File: src/rtl/mms_pkg.sv
// Shared constants, types, weight ROMs and tanh table for the move selector.
package mms_pkg;

  localparam int FRAC_BITS = 14;
  localparam int DIST_W    = 14;
  localparam int SIDE_W    = 15;
  localparam int MOVE_W    = 3;
  localparam int SCORE_W   = 16;
  localparam int N_IN      = 3;
  localparam int N_OUT     = 5;
  localparam int ROM_HID   = 16;

  localparam int WGT_W   = FRAC_BITS + 4;
  localparam int X_W     = FRAC_BITS + 3;
  localparam int ACT_W   = FRAC_BITS + 2;
  localparam int PROD_W  = WGT_W + X_W;
  localparam int ACC_W   = PROD_W + 5;
  localparam int RS_W    = ACC_W - FRAC_BITS;
  localparam int DIV_W   = DIST_W + FRAC_BITS;
  localparam int SEG_SH  = FRAC_BITS - 3;
  localparam int TANH_W  = 17;
  localparam int T_SH    = 16 - FRAC_BITS;
  localparam int Q14_SH  = FRAC_BITS - 14;

  localparam int ACC_HALF  = (1 << FRAC_BITS) >> 1;
  localparam int SEG_HALF  = (1 << SEG_SH) >> 1;
  localparam int T_HALF    = (1 << T_SH) >> 1;
  localparam int Q14_HALF  = (1 << Q14_SH) >> 1;

  localparam int DEF_HISTORY_DEPTH = 5;
  localparam int DEF_HIDDEN_COUNT  = 4;

  localparam logic [DIST_W-1:0] FSD_RESET  = DIST_W'(50);
  localparam logic [SIDE_W-1:0] SIDE_RESET = SIDE_W'(13107);
  localparam logic signed [SCORE_W-1:0] SCORE_NONE = SCORE_W'(-16384);

  localparam longint unsigned DecOne = 64'd10000000000;

  // register indexes on the APB port (byte address bit 2)
  localparam logic REG_FSD  = 1'b0;
  localparam logic REG_SIDE = 1'b1;

  // network input rows
  localparam logic [1:0] IN_BIAS = 2'd0;
  localparam logic [1:0] IN_NEAR = 2'd1;
  localparam logic [1:0] IN_SIDE = 2'd2;

  typedef enum logic [MOVE_W-1:0] {
    MOVE_FORWARD = 3'd0,
    MOVE_LEFT    = 3'd1,
    MOVE_RIGHT   = 3'd2,
    MOVE_REVERSE = 3'd3,
    MOVE_TURN    = 3'd4
  } move_t;

  typedef enum logic [3:0] {
    ST_IDLE,
    ST_DIV,
    ST_MAC,
    ST_TAIL,
    ST_RND,
    ST_SEG,
    ST_TMUL,
    ST_TOUT,
    ST_SEL,
    ST_DONE
  } state_t;

  typedef struct packed {
    logic  wr;
    move_t wr_move;
    move_t query;
  } hist_req_t;

  // round(d * 2^FRAC_BITS / 1e10), halves away from zero
  function automatic logic signed [WGT_W-1:0] dec_to_fix(input longint d);
    longint unsigned m;
    longint unsigned q;
    logic signed [WGT_W-1:0] r;
    m = (d < 0) ? longint'(-d) : longint'(d);
    q = (m * (64'd1 << FRAC_BITS) + DecOne / 2) / DecOne;
    r = q[WGT_W-1:0];
    return (d < 0) ? -r : r;
  endfunction

  // input row x hidden unit; units past the fourth have zero weights
  function automatic logic signed [WGT_W-1:0] hid_weight(input logic [1:0] j,
                                                         input logic [3:0] i);
    logic signed [WGT_W-1:0] w;
    case ({j, i})
      {2'd0, 4'd0}: w = dec_to_fix(64'sd18991509504);
      {2'd0, 4'd1}: w = dec_to_fix(-64'sd4769472541);
      {2'd0, 4'd2}: w = dec_to_fix(-64'sd6483690221);
      {2'd0, 4'd3}: w = dec_to_fix(-64'sd3860916525);
      {2'd1, 4'd0}: w = dec_to_fix(-64'sd2818610915);
      {2'd1, 4'd1}: w = dec_to_fix(64'sd40106956995);
      {2'd1, 4'd2}: w = dec_to_fix(64'sd32291858058);
      {2'd1, 4'd3}: w = dec_to_fix(-64'sd28943011047);
      {2'd2, 4'd0}: w = dec_to_fix(64'sd3340650865);
      {2'd2, 4'd1}: w = dec_to_fix(-64'sd14016114422);
      {2'd2, 4'd2}: w = dec_to_fix(64'sd13580053903);
      {2'd2, 4'd3}: w = dec_to_fix(-64'sd9814159763);
      default:      w = '0;
    endcase
    return w;
  endfunction

  // hidden unit x output move
  function automatic logic signed [WGT_W-1:0] out_weight(input logic [3:0] j,
                                                         input logic [2:0] o);
    logic signed [WGT_W-1:0] w;
    case ({j, o})
      {4'd0, 3'd0}: w = dec_to_fix(64'sd11360722975);
      {4'd0, 3'd1}: w = dec_to_fix(64'sd15460239494);
      {4'd0, 3'd2}: w = dec_to_fix(64'sd16194612260);
      {4'd0, 3'd3}: w = dec_to_fix(64'sd18819066697);
      {4'd0, 3'd4}: w = dec_to_fix(64'sd1000000000);
      {4'd1, 3'd0}: w = dec_to_fix(-64'sd15469665068);
      {4'd1, 3'd1}: w = dec_to_fix(64'sd13951930739);
      {4'd1, 3'd2}: w = dec_to_fix(64'sd1939382609);
      {4'd1, 3'd3}: w = dec_to_fix(64'sd3099250414);
      {4'd1, 3'd4}: w = dec_to_fix(64'sd2000000000);
      {4'd2, 3'd0}: w = dec_to_fix(-64'sd7755982418);
      {4'd2, 3'd1}: w = dec_to_fix(64'sd9390808626);
      {4'd2, 3'd2}: w = dec_to_fix(64'sd20862510746);
      {4'd2, 3'd3}: w = dec_to_fix(-64'sd11229484266);
      {4'd2, 3'd4}: w = dec_to_fix(64'sd2000000000);
      {4'd3, 3'd0}: w = dec_to_fix(-64'sd12357090352);
      {4'd3, 3'd1}: w = dec_to_fix(64'sd8583930286);
      {4'd3, 3'd2}: w = dec_to_fix(64'sd7247020799);
      {4'd3, 3'd3}: w = dec_to_fix(64'sd9762852710);
      {4'd3, 3'd4}: w = dec_to_fix(64'sd1000000000);
      default:      w = '0;
    endcase
    return w;
  endfunction

  // tanh(k/8) in Q.16
  function automatic logic [15:0] tanh_tab(input logic [5:0] k);
    logic [15:0] v;
    case (k)
      6'd0:  v = 16'd0;
      6'd1:  v = 16'd8150;
      6'd2:  v = 16'd16051;
      6'd3:  v = 16'd23485;
      6'd4:  v = 16'd30285;
      6'd5:  v = 16'd36346;
      6'd6:  v = 16'd41625;
      6'd7:  v = 16'd46131;
      6'd8:  v = 16'd49912;
      6'd9:  v = 16'd53038;
      6'd10: v = 16'd55593;
      6'd11: v = 16'd57660;
      6'd12: v = 16'd59320;
      6'd13: v = 16'd60643;
      6'd14: v = 16'd61694;
      6'd15: v = 16'd62524;
      6'd16: v = 16'd63179;
      6'd17: v = 16'd63693;
      6'd18: v = 16'd64096;
      6'd19: v = 16'd64412;
      6'd20: v = 16'd64659;
      6'd21: v = 16'd64852;
      6'd22: v = 16'd65003;
      6'd23: v = 16'd65120;
      6'd24: v = 16'd65212;
      6'd25: v = 16'd65283;
      6'd26: v = 16'd65339;
      6'd27: v = 16'd65383;
      6'd28: v = 16'd65417;
      6'd29: v = 16'd65443;
      6'd30: v = 16'd65464;
      6'd31: v = 16'd65480;
      6'd32: v = 16'd65492;
      default: v = '0;
    endcase
    return v;
  endfunction

endpackage

File: src/rtl/mms_history.sv
// Ring of recently emitted moves with a membership check.
module mms_history #(
  parameter int HISTORY_DEPTH = mms_pkg::DEF_HISTORY_DEPTH
) (
  input  logic              clk,
  input  logic              rst,
  input  mms_pkg::hist_req_t req,
  output logic              hit
);
  import mms_pkg::*;

  localparam int PTR_W = (HISTORY_DEPTH > 1) ? $clog2(HISTORY_DEPTH) : 1;

  move_t            recent [HISTORY_DEPTH];
  logic [PTR_W-1:0] ptr;

  always_ff @(posedge clk) begin
    if (rst) begin
      for (int i = 0; i < HISTORY_DEPTH; i++) begin
        recent[i] <= MOVE_FORWARD;
      end
      ptr <= '0;
    end else if (req.wr) begin
      recent[ptr] <= req.wr_move;
      if (ptr == PTR_W'(HISTORY_DEPTH - 1)) begin
        ptr <= '0;
      end else begin
        ptr <= ptr + 1'b1;
      end
    end
  end

  always_comb begin
    hit = 1'b0;
    for (int i = 0; i < HISTORY_DEPTH; i++) begin
      if (recent[i] == req.query) begin
        hit = 1'b1;
      end
    end
  end

endmodule

File: src/rtl/mlp_move_selector_with_history.sv
// Top level: obstacle move selector with a 3-4-5 tanh network and move history.
//
//  channel | dir | handshake               | contents
//  s_*     | in  | s_tvalid / s_tready     | tdata: left, right clearance; tuser: mode
//  m_*     | out | m_tvalid / m_tready     | tdata: move, winning_score; tuser: no_fresh_move
//  apb     | in  | psel, penable, pready=1 | 0x0 full_scale_distance, 0x4 side_input_magnitude
//
// A clear-path beat goes straight from idle to the done state. A blocked beat
// runs the divider, then one shared multiplier stepping through every product
// and the tanh slope. Reset (rst, synchronous) loads 50 and 13107 into the
// registers and fills the history with forward. The result waits in an output
// register; the next beat is taken meanwhile and holds at its end until that
// register is free.
module mlp_move_selector_with_history #(
  parameter int HISTORY_DEPTH = mms_pkg::DEF_HISTORY_DEPTH,
  parameter int HIDDEN_COUNT  = mms_pkg::DEF_HIDDEN_COUNT
) (
  input  logic        clk,
  input  logic        rst,
  input  logic        s_tvalid,
  output logic        s_tready,
  input  logic [31:0] s_tdata,   // [13:0] left_clearance, [27:14] right_clearance
  input  logic        s_tuser,   // [0] mode
  output logic        m_tvalid,
  input  logic        m_tready,
  output logic [23:0] m_tdata,   // [2:0] move, [18:3] winning_score
  output logic        m_tuser,   // [0] no_fresh_move
  input  logic        psel,
  input  logic        penable,
  input  logic        pwrite,
  input  logic [2:0]  paddr,
  input  logic [31:0] pwdata,
  output logic [31:0] prdata,
  output logic        pready
);
  import mms_pkg::*;

  localparam int CNT_MAX   = (HIDDEN_COUNT > N_OUT) ? HIDDEN_COUNT : N_OUT;
  localparam int CNT_W     = $clog2(CNT_MAX);
  localparam int HID_IDX_W = (HIDDEN_COUNT > 1) ? $clog2(HIDDEN_COUNT) : 1;
  localparam int OUT_IDX_W = $clog2(N_OUT);
  localparam int DIVK_W    = $clog2(FRAC_BITS + 1);

  localparam logic signed [X_W-1:0]   X_ONE   = X_W'(1 << FRAC_BITS);
  localparam logic signed [ACT_W-1:0] ACT_ONE = ACT_W'(1 << FRAC_BITS);

  state_t state, state_next;

  logic [DIST_W-1:0] fsd;
  logic [SIDE_W-1:0] side_mag;

  logic                  clear_item;
  logic                  side_neg;
  logic                  near_zero;
  logic [DIV_W-1:0]      rem;
  logic [FRAC_BITS:0]    quot;
  logic [DIVK_W-1:0]     div_k;

  logic                  layer;
  logic [CNT_W-1:0]      unit;
  logic [CNT_W-1:0]      jcnt;
  logic [CNT_W-1:0]      j_last;
  logic [CNT_W-1:0]      unit_last;

  logic signed [WGT_W-1:0]  mul_a;
  logic signed [X_W-1:0]    mul_b;
  logic signed [X_W-1:0]    x_sel;
  logic signed [PROD_W-1:0] prod;
  logic signed [ACC_W-1:0]  acc;
  logic signed [ACC_W-1:0]  acc_r;
  logic signed [RS_W-1:0]   rsum;
  logic [RS_W-1:0]          mag;
  logic [4:0]               seg_idx;

  logic [15:0]        t_tab0;
  logic [15:0]        t_d;
  logic [SEG_SH-1:0]  t_frac;
  logic               t_sat;
  logic               t_neg;

  logic signed [PROD_W-1:0] tm;
  logic [TANH_W-1:0]        y16;
  logic [TANH_W-1:0]        y16r;
  logic signed [ACT_W-1:0]  act_mag;
  logic signed [ACT_W-1:0]  act;

  logic signed [ACT_W-1:0] hidden [HIDDEN_COUNT];
  logic signed [ACT_W-1:0] scores [N_OUT];

  logic signed [ACT_W-1:0] best;
  logic signed [ACT_W-1:0] best_r;
  move_t                   best_mv;
  logic                    found;

  move_t                     out_move;
  logic signed [SCORE_W-1:0] out_score;
  logic                      out_nf;

  logic              in_accept;
  logic              load_out;
  logic [DIST_W-1:0] in_left;
  logic [DIST_W-1:0] in_right;
  logic [DIST_W-1:0] maxd;
  logic              left_gt;
  logic [DIV_W-1:0]  div_cand;

  hist_req_t hist_req;
  logic      hist_hit;

  assign in_left   = s_tdata[DIST_W-1:0];
  assign in_right  = s_tdata[2*DIST_W-1:DIST_W];
  assign left_gt   = in_left > in_right;
  assign maxd      = left_gt ? in_left : in_right;
  assign in_accept = s_tvalid && s_tready;
  assign s_tready  = (state == ST_IDLE);
  assign load_out  = (state == ST_DONE) && (!m_tvalid || m_tready);
  assign j_last    = layer ? CNT_W'(HIDDEN_COUNT - 1) : CNT_W'(N_IN - 1);
  assign unit_last = layer ? CNT_W'(N_OUT - 1) : CNT_W'(HIDDEN_COUNT - 1);
  assign div_cand  = DIV_W'(fsd) << div_k;

  assign pready  = 1'b1;
  assign m_tdata = {5'b0, out_score, out_move};
  assign m_tuser = out_nf;

  always_comb begin
    case (paddr[2])
      REG_FSD:  prdata = 32'(fsd);
      REG_SIDE: prdata = 32'(side_mag);
      default:  prdata = '0;
    endcase
  end

  // network input for the current row
  always_comb begin
    case (jcnt[1:0])
      IN_BIAS: x_sel = X_ONE;
      IN_NEAR: x_sel = near_zero ? '0 : X_W'(quot);
      IN_SIDE: x_sel = side_neg ? -(X_W'(side_mag) << Q14_SH) : (X_W'(side_mag) << Q14_SH);
      default: x_sel = '0;
    endcase
  end

  // operands of the shared multiplier
  always_comb begin
    mul_a = '0;
    mul_b = '0;
    case (state)
      ST_MAC: begin
        if (!layer) begin
          mul_a = hid_weight(jcnt[1:0], 4'(unit));
          mul_b = x_sel;
        end else begin
          mul_a = out_weight(4'(jcnt), unit[OUT_IDX_W-1:0]);
          mul_b = X_W'(hidden[jcnt[HID_IDX_W-1:0]]);
        end
      end
      ST_TMUL: begin
        mul_a = WGT_W'(t_d);
        mul_b = X_W'(t_frac);
      end
      default: ;
    endcase
  end

  // rounding, tanh segment and interpolation arithmetic
  always_comb begin
    acc_r   = acc + ACC_W'(ACC_HALF);
    mag     = rsum[RS_W-1] ? RS_W'(-rsum) : RS_W'(rsum);
    seg_idx = mag[SEG_SH+4:SEG_SH];
    tm      = prod + PROD_W'(SEG_HALF);
    y16     = t_sat ? TANH_W'(tanh_tab(6'd32))
                    : TANH_W'(t_tab0) + TANH_W'(tm[SEG_SH+15:SEG_SH]);
    y16r    = y16 + TANH_W'(T_HALF);
    act_mag = ACT_W'(y16r[TANH_W-1:T_SH]);
    act     = t_neg ? -act_mag : act_mag;
    best_r  = best + ACT_W'(Q14_HALF);
  end

  always_comb begin
    state_next = state;
    case (state)
      ST_IDLE: if (in_accept) state_next = s_tuser ? ST_DIV : ST_DONE;
      ST_DIV:  if (div_k == '0) state_next = ST_MAC;
      ST_MAC:  if (jcnt == j_last) state_next = ST_TAIL;
      ST_TAIL: state_next = ST_RND;
      ST_RND:  state_next = ST_SEG;
      ST_SEG:  state_next = ST_TMUL;
      ST_TMUL: state_next = ST_TOUT;
      ST_TOUT: state_next = (layer && unit == unit_last) ? ST_SEL : ST_MAC;
      ST_SEL:  if (unit == CNT_W'(N_OUT - 1)) state_next = ST_DONE;
      ST_DONE: if (!m_tvalid || m_tready) state_next = ST_IDLE;
      default: state_next = ST_IDLE;
    endcase
  end

  always_ff @(posedge clk) begin
    if (rst) begin
      state    <= ST_IDLE;
      m_tvalid <= 1'b0;
      fsd      <= FSD_RESET;
      side_mag <= SIDE_RESET;
    end else begin
      state <= state_next;
      if (load_out) begin
        m_tvalid <= 1'b1;
      end else if (m_tready) begin
        m_tvalid <= 1'b0;
      end
      if (psel && penable && pwrite && pready) begin
        case (paddr[2])
          REG_FSD:  fsd      <= pwdata[DIST_W-1:0];
          REG_SIDE: side_mag <= pwdata[SIDE_W-1:0];
          default:  ;
        endcase
      end
    end
  end

  always_ff @(posedge clk) begin
    case (state)
      ST_IDLE: begin
        if (in_accept) begin
          clear_item <= !s_tuser;
          side_neg   <= !left_gt;
          near_zero  <= (fsd == '0) || (maxd >= fsd);
          rem        <= (DIV_W'(fsd - maxd) << FRAC_BITS) + DIV_W'(fsd >> 1);
          quot       <= '0;
          div_k      <= DIVK_W'(FRAC_BITS);
          layer      <= 1'b0;
          unit       <= '0;
          jcnt       <= '0;
        end
      end
      ST_DIV: begin
        if (rem >= div_cand) begin
          rem         <= rem - div_cand;
          quot[div_k] <= 1'b1;
        end
        div_k <= div_k - 1'b1;
      end
      ST_MAC: begin
        prod <= PROD_W'(mul_a * mul_b);
        acc  <= (jcnt == '0) ? '0 : acc + ACC_W'(prod);
        jcnt <= (jcnt == j_last) ? '0 : jcnt + 1'b1;
      end
      ST_TAIL: begin
        acc <= acc + ACC_W'(prod);
      end
      ST_RND: begin
        rsum <= acc_r[ACC_W-1:FRAC_BITS];
      end
      ST_SEG: begin
        t_neg  <= rsum[RS_W-1];
        t_sat  <= |mag[RS_W-1:SEG_SH+5];
        t_frac <= mag[SEG_SH-1:0];
        t_tab0 <= tanh_tab({1'b0, seg_idx});
        t_d    <= tanh_tab({1'b0, seg_idx} + 6'd1) - tanh_tab({1'b0, seg_idx});
      end
      ST_TMUL: begin
        prod <= PROD_W'(mul_a * mul_b);
      end
      ST_TOUT: begin
        if (!layer) begin
          hidden[unit[HID_IDX_W-1:0]] <= act;
        end else begin
          scores[unit[OUT_IDX_W-1:0]] <= act;
        end
        if (unit == unit_last) begin
          unit    <= '0;
          layer   <= 1'b1;
          best    <= -ACT_ONE;
          best_mv <= MOVE_FORWARD;
          found   <= 1'b0;
        end else begin
          unit <= unit + 1'b1;
        end
      end
      ST_SEL: begin
        // keep the first highest score whose move is not in the history
        if (scores[unit[OUT_IDX_W-1:0]] > best && !hist_hit) begin
          best    <= scores[unit[OUT_IDX_W-1:0]];
          best_mv <= move_t'(unit[MOVE_W-1:0]);
          found   <= 1'b1;
        end
        unit <= unit + 1'b1;
      end
      ST_DONE: begin
        if (load_out) begin
          if (clear_item) begin
            out_move  <= MOVE_FORWARD;
            out_score <= '0;
            out_nf    <= 1'b0;
          end else begin
            out_move  <= best_mv;
            out_score <= found ? SCORE_W'(best_r >>> Q14_SH) : SCORE_NONE;
            out_nf    <= !found;
          end
        end
      end
      default: ;
    endcase
  end

  always_comb begin
    hist_req.wr      = load_out;
    hist_req.wr_move = clear_item ? MOVE_FORWARD : best_mv;
    hist_req.query   = move_t'(unit[MOVE_W-1:0]);
  end

  mms_history #(
    .HISTORY_DEPTH(HISTORY_DEPTH)
  ) u_hist (
    .clk (clk),
    .rst (rst),
    .req (hist_req),
    .hit (hist_hit)
  );

endmodule

File: config.mk
export PLATFORM = sky130hd
export DESIGN_NAME = mlp_move_selector_with_history
export DESIGN_NICKNAME = d
export VERILOG_FILES = /design/src/rtl/mms_pkg.sv /design/src/rtl/mms_history.sv /design/src/rtl/mlp_move_selector_with_history.sv
export SDC_FILE = /design/constraint.sdc
export NUM_CORES = 2
export LEC_CHECK = 0
export ABC_AREA = 1
export BUFFER_PORTS_ARGS = -buffer_cell sky130_fd_sc_hd__buf_2
export CAP_MARGIN = 20
export CORE_UTILIZATION = 55
export DETAILED_ROUTE_END_ITERATION = 10
export GPL_TIMING_DRIVEN = 0
export PLACE_DENSITY_LB_ADDON = 0.05
export SLEW_MARGIN = 20
export SYNTH_ARGS = -nofsm -noshare
export SYNTH_HDL_FRONTEND = slang
export SYNTH_HIERARCHICAL = 1
export SYNTH_SLANG_ARGS = --single-unit
File: constraint.sdc
create_clock -name clk -period 10.2 [get_ports clk]
set_clock_uncertainty 0.1 [all_clocks]
set_input_delay 2.04 -clock clk [delete_from_list [all_inputs] [get_ports clk]]
set_output_delay 2.04 -clock clk [all_outputs]
set_load 0.005 [all_outputs]
==> impl_metrics.csv <==
group,metric,value,unit
finish,area_growth,9.21,%
finish,multi_input_area,24400,um^2
placed_design,dpl.hpwl,101000,um
worst_setup_path,reg2reg_depth,31,
finish,layout.filler_cells,6825,
clock_network,cts_buffer_depth,3,
outcome,run_status,"finished, final reports clean",
worst_hold_path,hold_start,"rsum[0]$_DFFE_PP_",
worst_setup_path,critPathKind,"reg2reg",
detailed_routing,drt.antenna.violating_nets,0,
global_route,grt_pass1_vias,35000,
clock_network,htreeDepth,2,
placed_design,portBuffers,88,
sta,worst_slew_pin_slew,1090,ps
worst_setup_path,end_kind,"flip-flop",
logic_synthesis,netlist_area,41500,um^2
logic_synthesis,synthCells,5137,
detailed_routing,drc,0,
worst_setup_path,crit_slowest_cell,"fa_2",
die,coreArea,74600,um^2
clock_network,clock_sink_count,444,
logic_synthesis,synth_top_area_share,29.1,%
detailed_routing,drt_first_pass_iters,6,
logic_synthesis,synthTopCellsByArea,"edfxtp_1 (29%), fa_1 (15%), inv_1 (8.4%)",
logic_synthesis,async_flop_share,0,%
sta,slew_headroom,26.7,%
die,num_io_pins,135,
worst_setup_path,reg2reg_from,"jcnt[0]$_DFFE_PP_",
logic_synthesis,ys_ff_latch,444,
global_route,antenna_found_initial,2,
clock_network,cts_tree,"yes",
global_route,grt_max_degree,30,
logic_synthesis,synth-edff-count,402,
detailed_routing,viasPerCell,5.62,
logic_synthesis,ys_seq_area_share,31.1,%
pwr,fin_total_pwr,9.59,mW
detailed_routing,wl_per_cell,19.7,um
worst_setup_path,path_max_fanout,11,
pwr,irDropWorstVdd,0.000166,V
detailed_routing,vias,35600,
clock_network,path_clk_slew,60,ps
die,die_area,76500,um^2
sta,min_period,9720,ps
logic_synthesis,ys_warn_count,6,
global_route,grt_use_total,32.9,%
sta,fmax,103,MHz
detailed_routing,routed_wl,125000,um
clock_network,clock_latency,640,ps
logic_synthesis,ys.flop_type,"edfxtp_1",
global_route,grt_pass1_wl,196000,um
logic_synthesis,yosysUniqueCellTypes,71,
pwr,power_density,212,nW/um^2
logic_synthesis,synth.largest_area_cell,"edfxtp_1",
worst_setup_path,cpMostUsedCell,"fa_1",
worst_setup_path,critPathArrivalTime,9980,ps
logic_synthesis,syn_avg_cell_area,8.07,um^2
worst_hold_path,hold_path_class,"reg2reg",
pwr,p_leak,21.2,nW
job,drv_cap,0,
sta,slew_violations,0,
worst_setup_path,cpPeakStageDelay,780,ps
worst_setup_path,startpoint_type,"flip-flop",
worst_setup_path,r2r_end,"prod[34]$_DFFE_PN_",
worst_setup_path,critPathRequiredTime,10460,ps
logic_synthesis,netlist_top_cells_count,"inv_1 (924), nand2_1 (895), nor2_1 (617)",
clock_network,cts-root-buf,"clkbuf_16",
die,die_h,277,um
sta,setup-violations-final,0,
sta,timing.final.crit_share,95.3,%
sta,hold_viol_final,0,
worst_hold_path,hold_end,"t_frac[0]$_DFFE_PN_",
die,die_width,277,um
finish,seq_area,12900,um^2
die,start_util,55.6,%
clock_network,ctsHoldBuffers,0,
detailed_routing,drt-initial-drc-count,2870,
global_route,grt_overflow,0,
sta,grt_setup_unrepaired,"no",
logic_synthesis,synth_most_common_cell,"inv_1",
finish,nets,5978,
worst_setup_path,r2r_slack,480,ps
die,core.rowCount,100,
worst_hold_path,hold_depth,0,
clock_network,cts_made_buffers,50,
finish,drive_above_1_share,6.97,%
sta,setup_tns,0,ps
placed_design,gp_congestion,0.978,
critical path: cells and delay by family, from the launching register on:
family	cells	cell delay, ps
AO/OA/AOI/OAI	8	1840
adder cells (fa/ha/maj)	8	4200
flip-flops	1	440
AND/OR/NAND/NOR	5	870
XOR/XNOR	1	150
buffers and inverters	9	1810
routing by layer:
layer	track usage, %	vias to the layer above	routed length, um
met2	55.1	1353	59200
met1	43.8	17000	51500
li1	-	17000	-
met4	11.5	0	4410
met5	0	-	0
met3	4.76	239	9630
kinds of logic after synthesis:
| group | share of synthesized area (%) |
|---|---|
| simple gates | 19.0 |
| xor+xnor | 3.24 |
| buf+inv | 10.5 |
| mux | 0.145 |
| flops | 31.1 |
| fa+ha+maj | 23.3 |
| compound gates | 12.7 |
| other cells | 0.0181 |
sequential cells by signal, indices dropped and copies added, names as in the netlist, 16 cells and up, named ones only:
name,count
rsum,26
t_tab0,16
scores,80
t_d,16
rem,28
best,16
acc,40
out_score,16
hidden,64
prod,35
cell type report:
cell class / instances / share of cell area (%)
clock buffer: 74 / 3.16
timing repair buffer: 113 / 1.59
tap: 969 / 2.68
antenna: 3 / 0.0166
buffer: 148 / 1.55
multi-input combinational: 3600 / 53.9
clock inverter: 19 / 0.583
inverter: 965 / 8.02
sequential: 444 / 28.5
worst max path at each step:
stage,startpoint,endpoint,slack [ps],cells after the start
global placement,jcnt[1]$_DFFE_PP_,prod[34]$_DFFE_PN_,40,36
floorplan,jcnt[1]$_DFFE_PP_,prod[34]$_DFFE_PN_,2290,33
global route,jcnt[0]$_DFFE_PP_,prod[34]$_DFFE_PN_,50,31
detailed placement,jcnt[1]$_DFFE_PP_,prod[34]$_DFFE_PN_,10,36
CTS,jcnt[0]$_DFFE_PP_,prod[34]$_DFFE_PN_,10,31
finish,jcnt[0]$_DFFE_PP_,prod[34]$_DFFE_PN_,480,31
power by group:
group,internal (mW),total [mW],leakage [nW],switching (mW)
Combinational,1.55,5.09,16.3,3.53
Sequential,2.45,2.64,4.04,0.192
Clock,1.06,1.86,0.805,0.798
through the flow:
step,utilization (%),instance area (um^2),cells,hold slack [ps],setup WS [ps]
finish,60.7,45300,6335,422,478
global route,60.7,45300,6333,431,52.9
CTS,60.7,45300,6331,417,11.4
detailed placement,58.4,43600,6238,403,13.2
global placement,57.9,43200,6215,394,41.6
floorplan,-,41600,5158,324,2290
cells in the final DEF (no fill, tap or decap), types with 18 or more instances in the layout:
cell	instances
a21oi_1	332
a31oi_1	45
buf_2	113
buf_4	38
clkbuf_1	107
clkbuf_16	50
conb_1	23
dfxtp_1	42
edfxtp_1	402
fa_1	315
ha_1	264
inv_1	923
inv_2	28
nand2_1	895
nand2_2	19
nand3_1	197
nand4_1	45
nor2_1	609
nor3_1	36
nor4_1	19
o21ai_0	381
o21bai_1	18
o22ai_1	26
xnor2_1	65
xor2_1	81
what timing repair did:
action	4_1_cts	5_1_grt
gates resized for setup	1	6
setup buffers	0	2
endpoints found under the setup margin	1	14
Note: power is estimated with default switching activity, not from simulation.
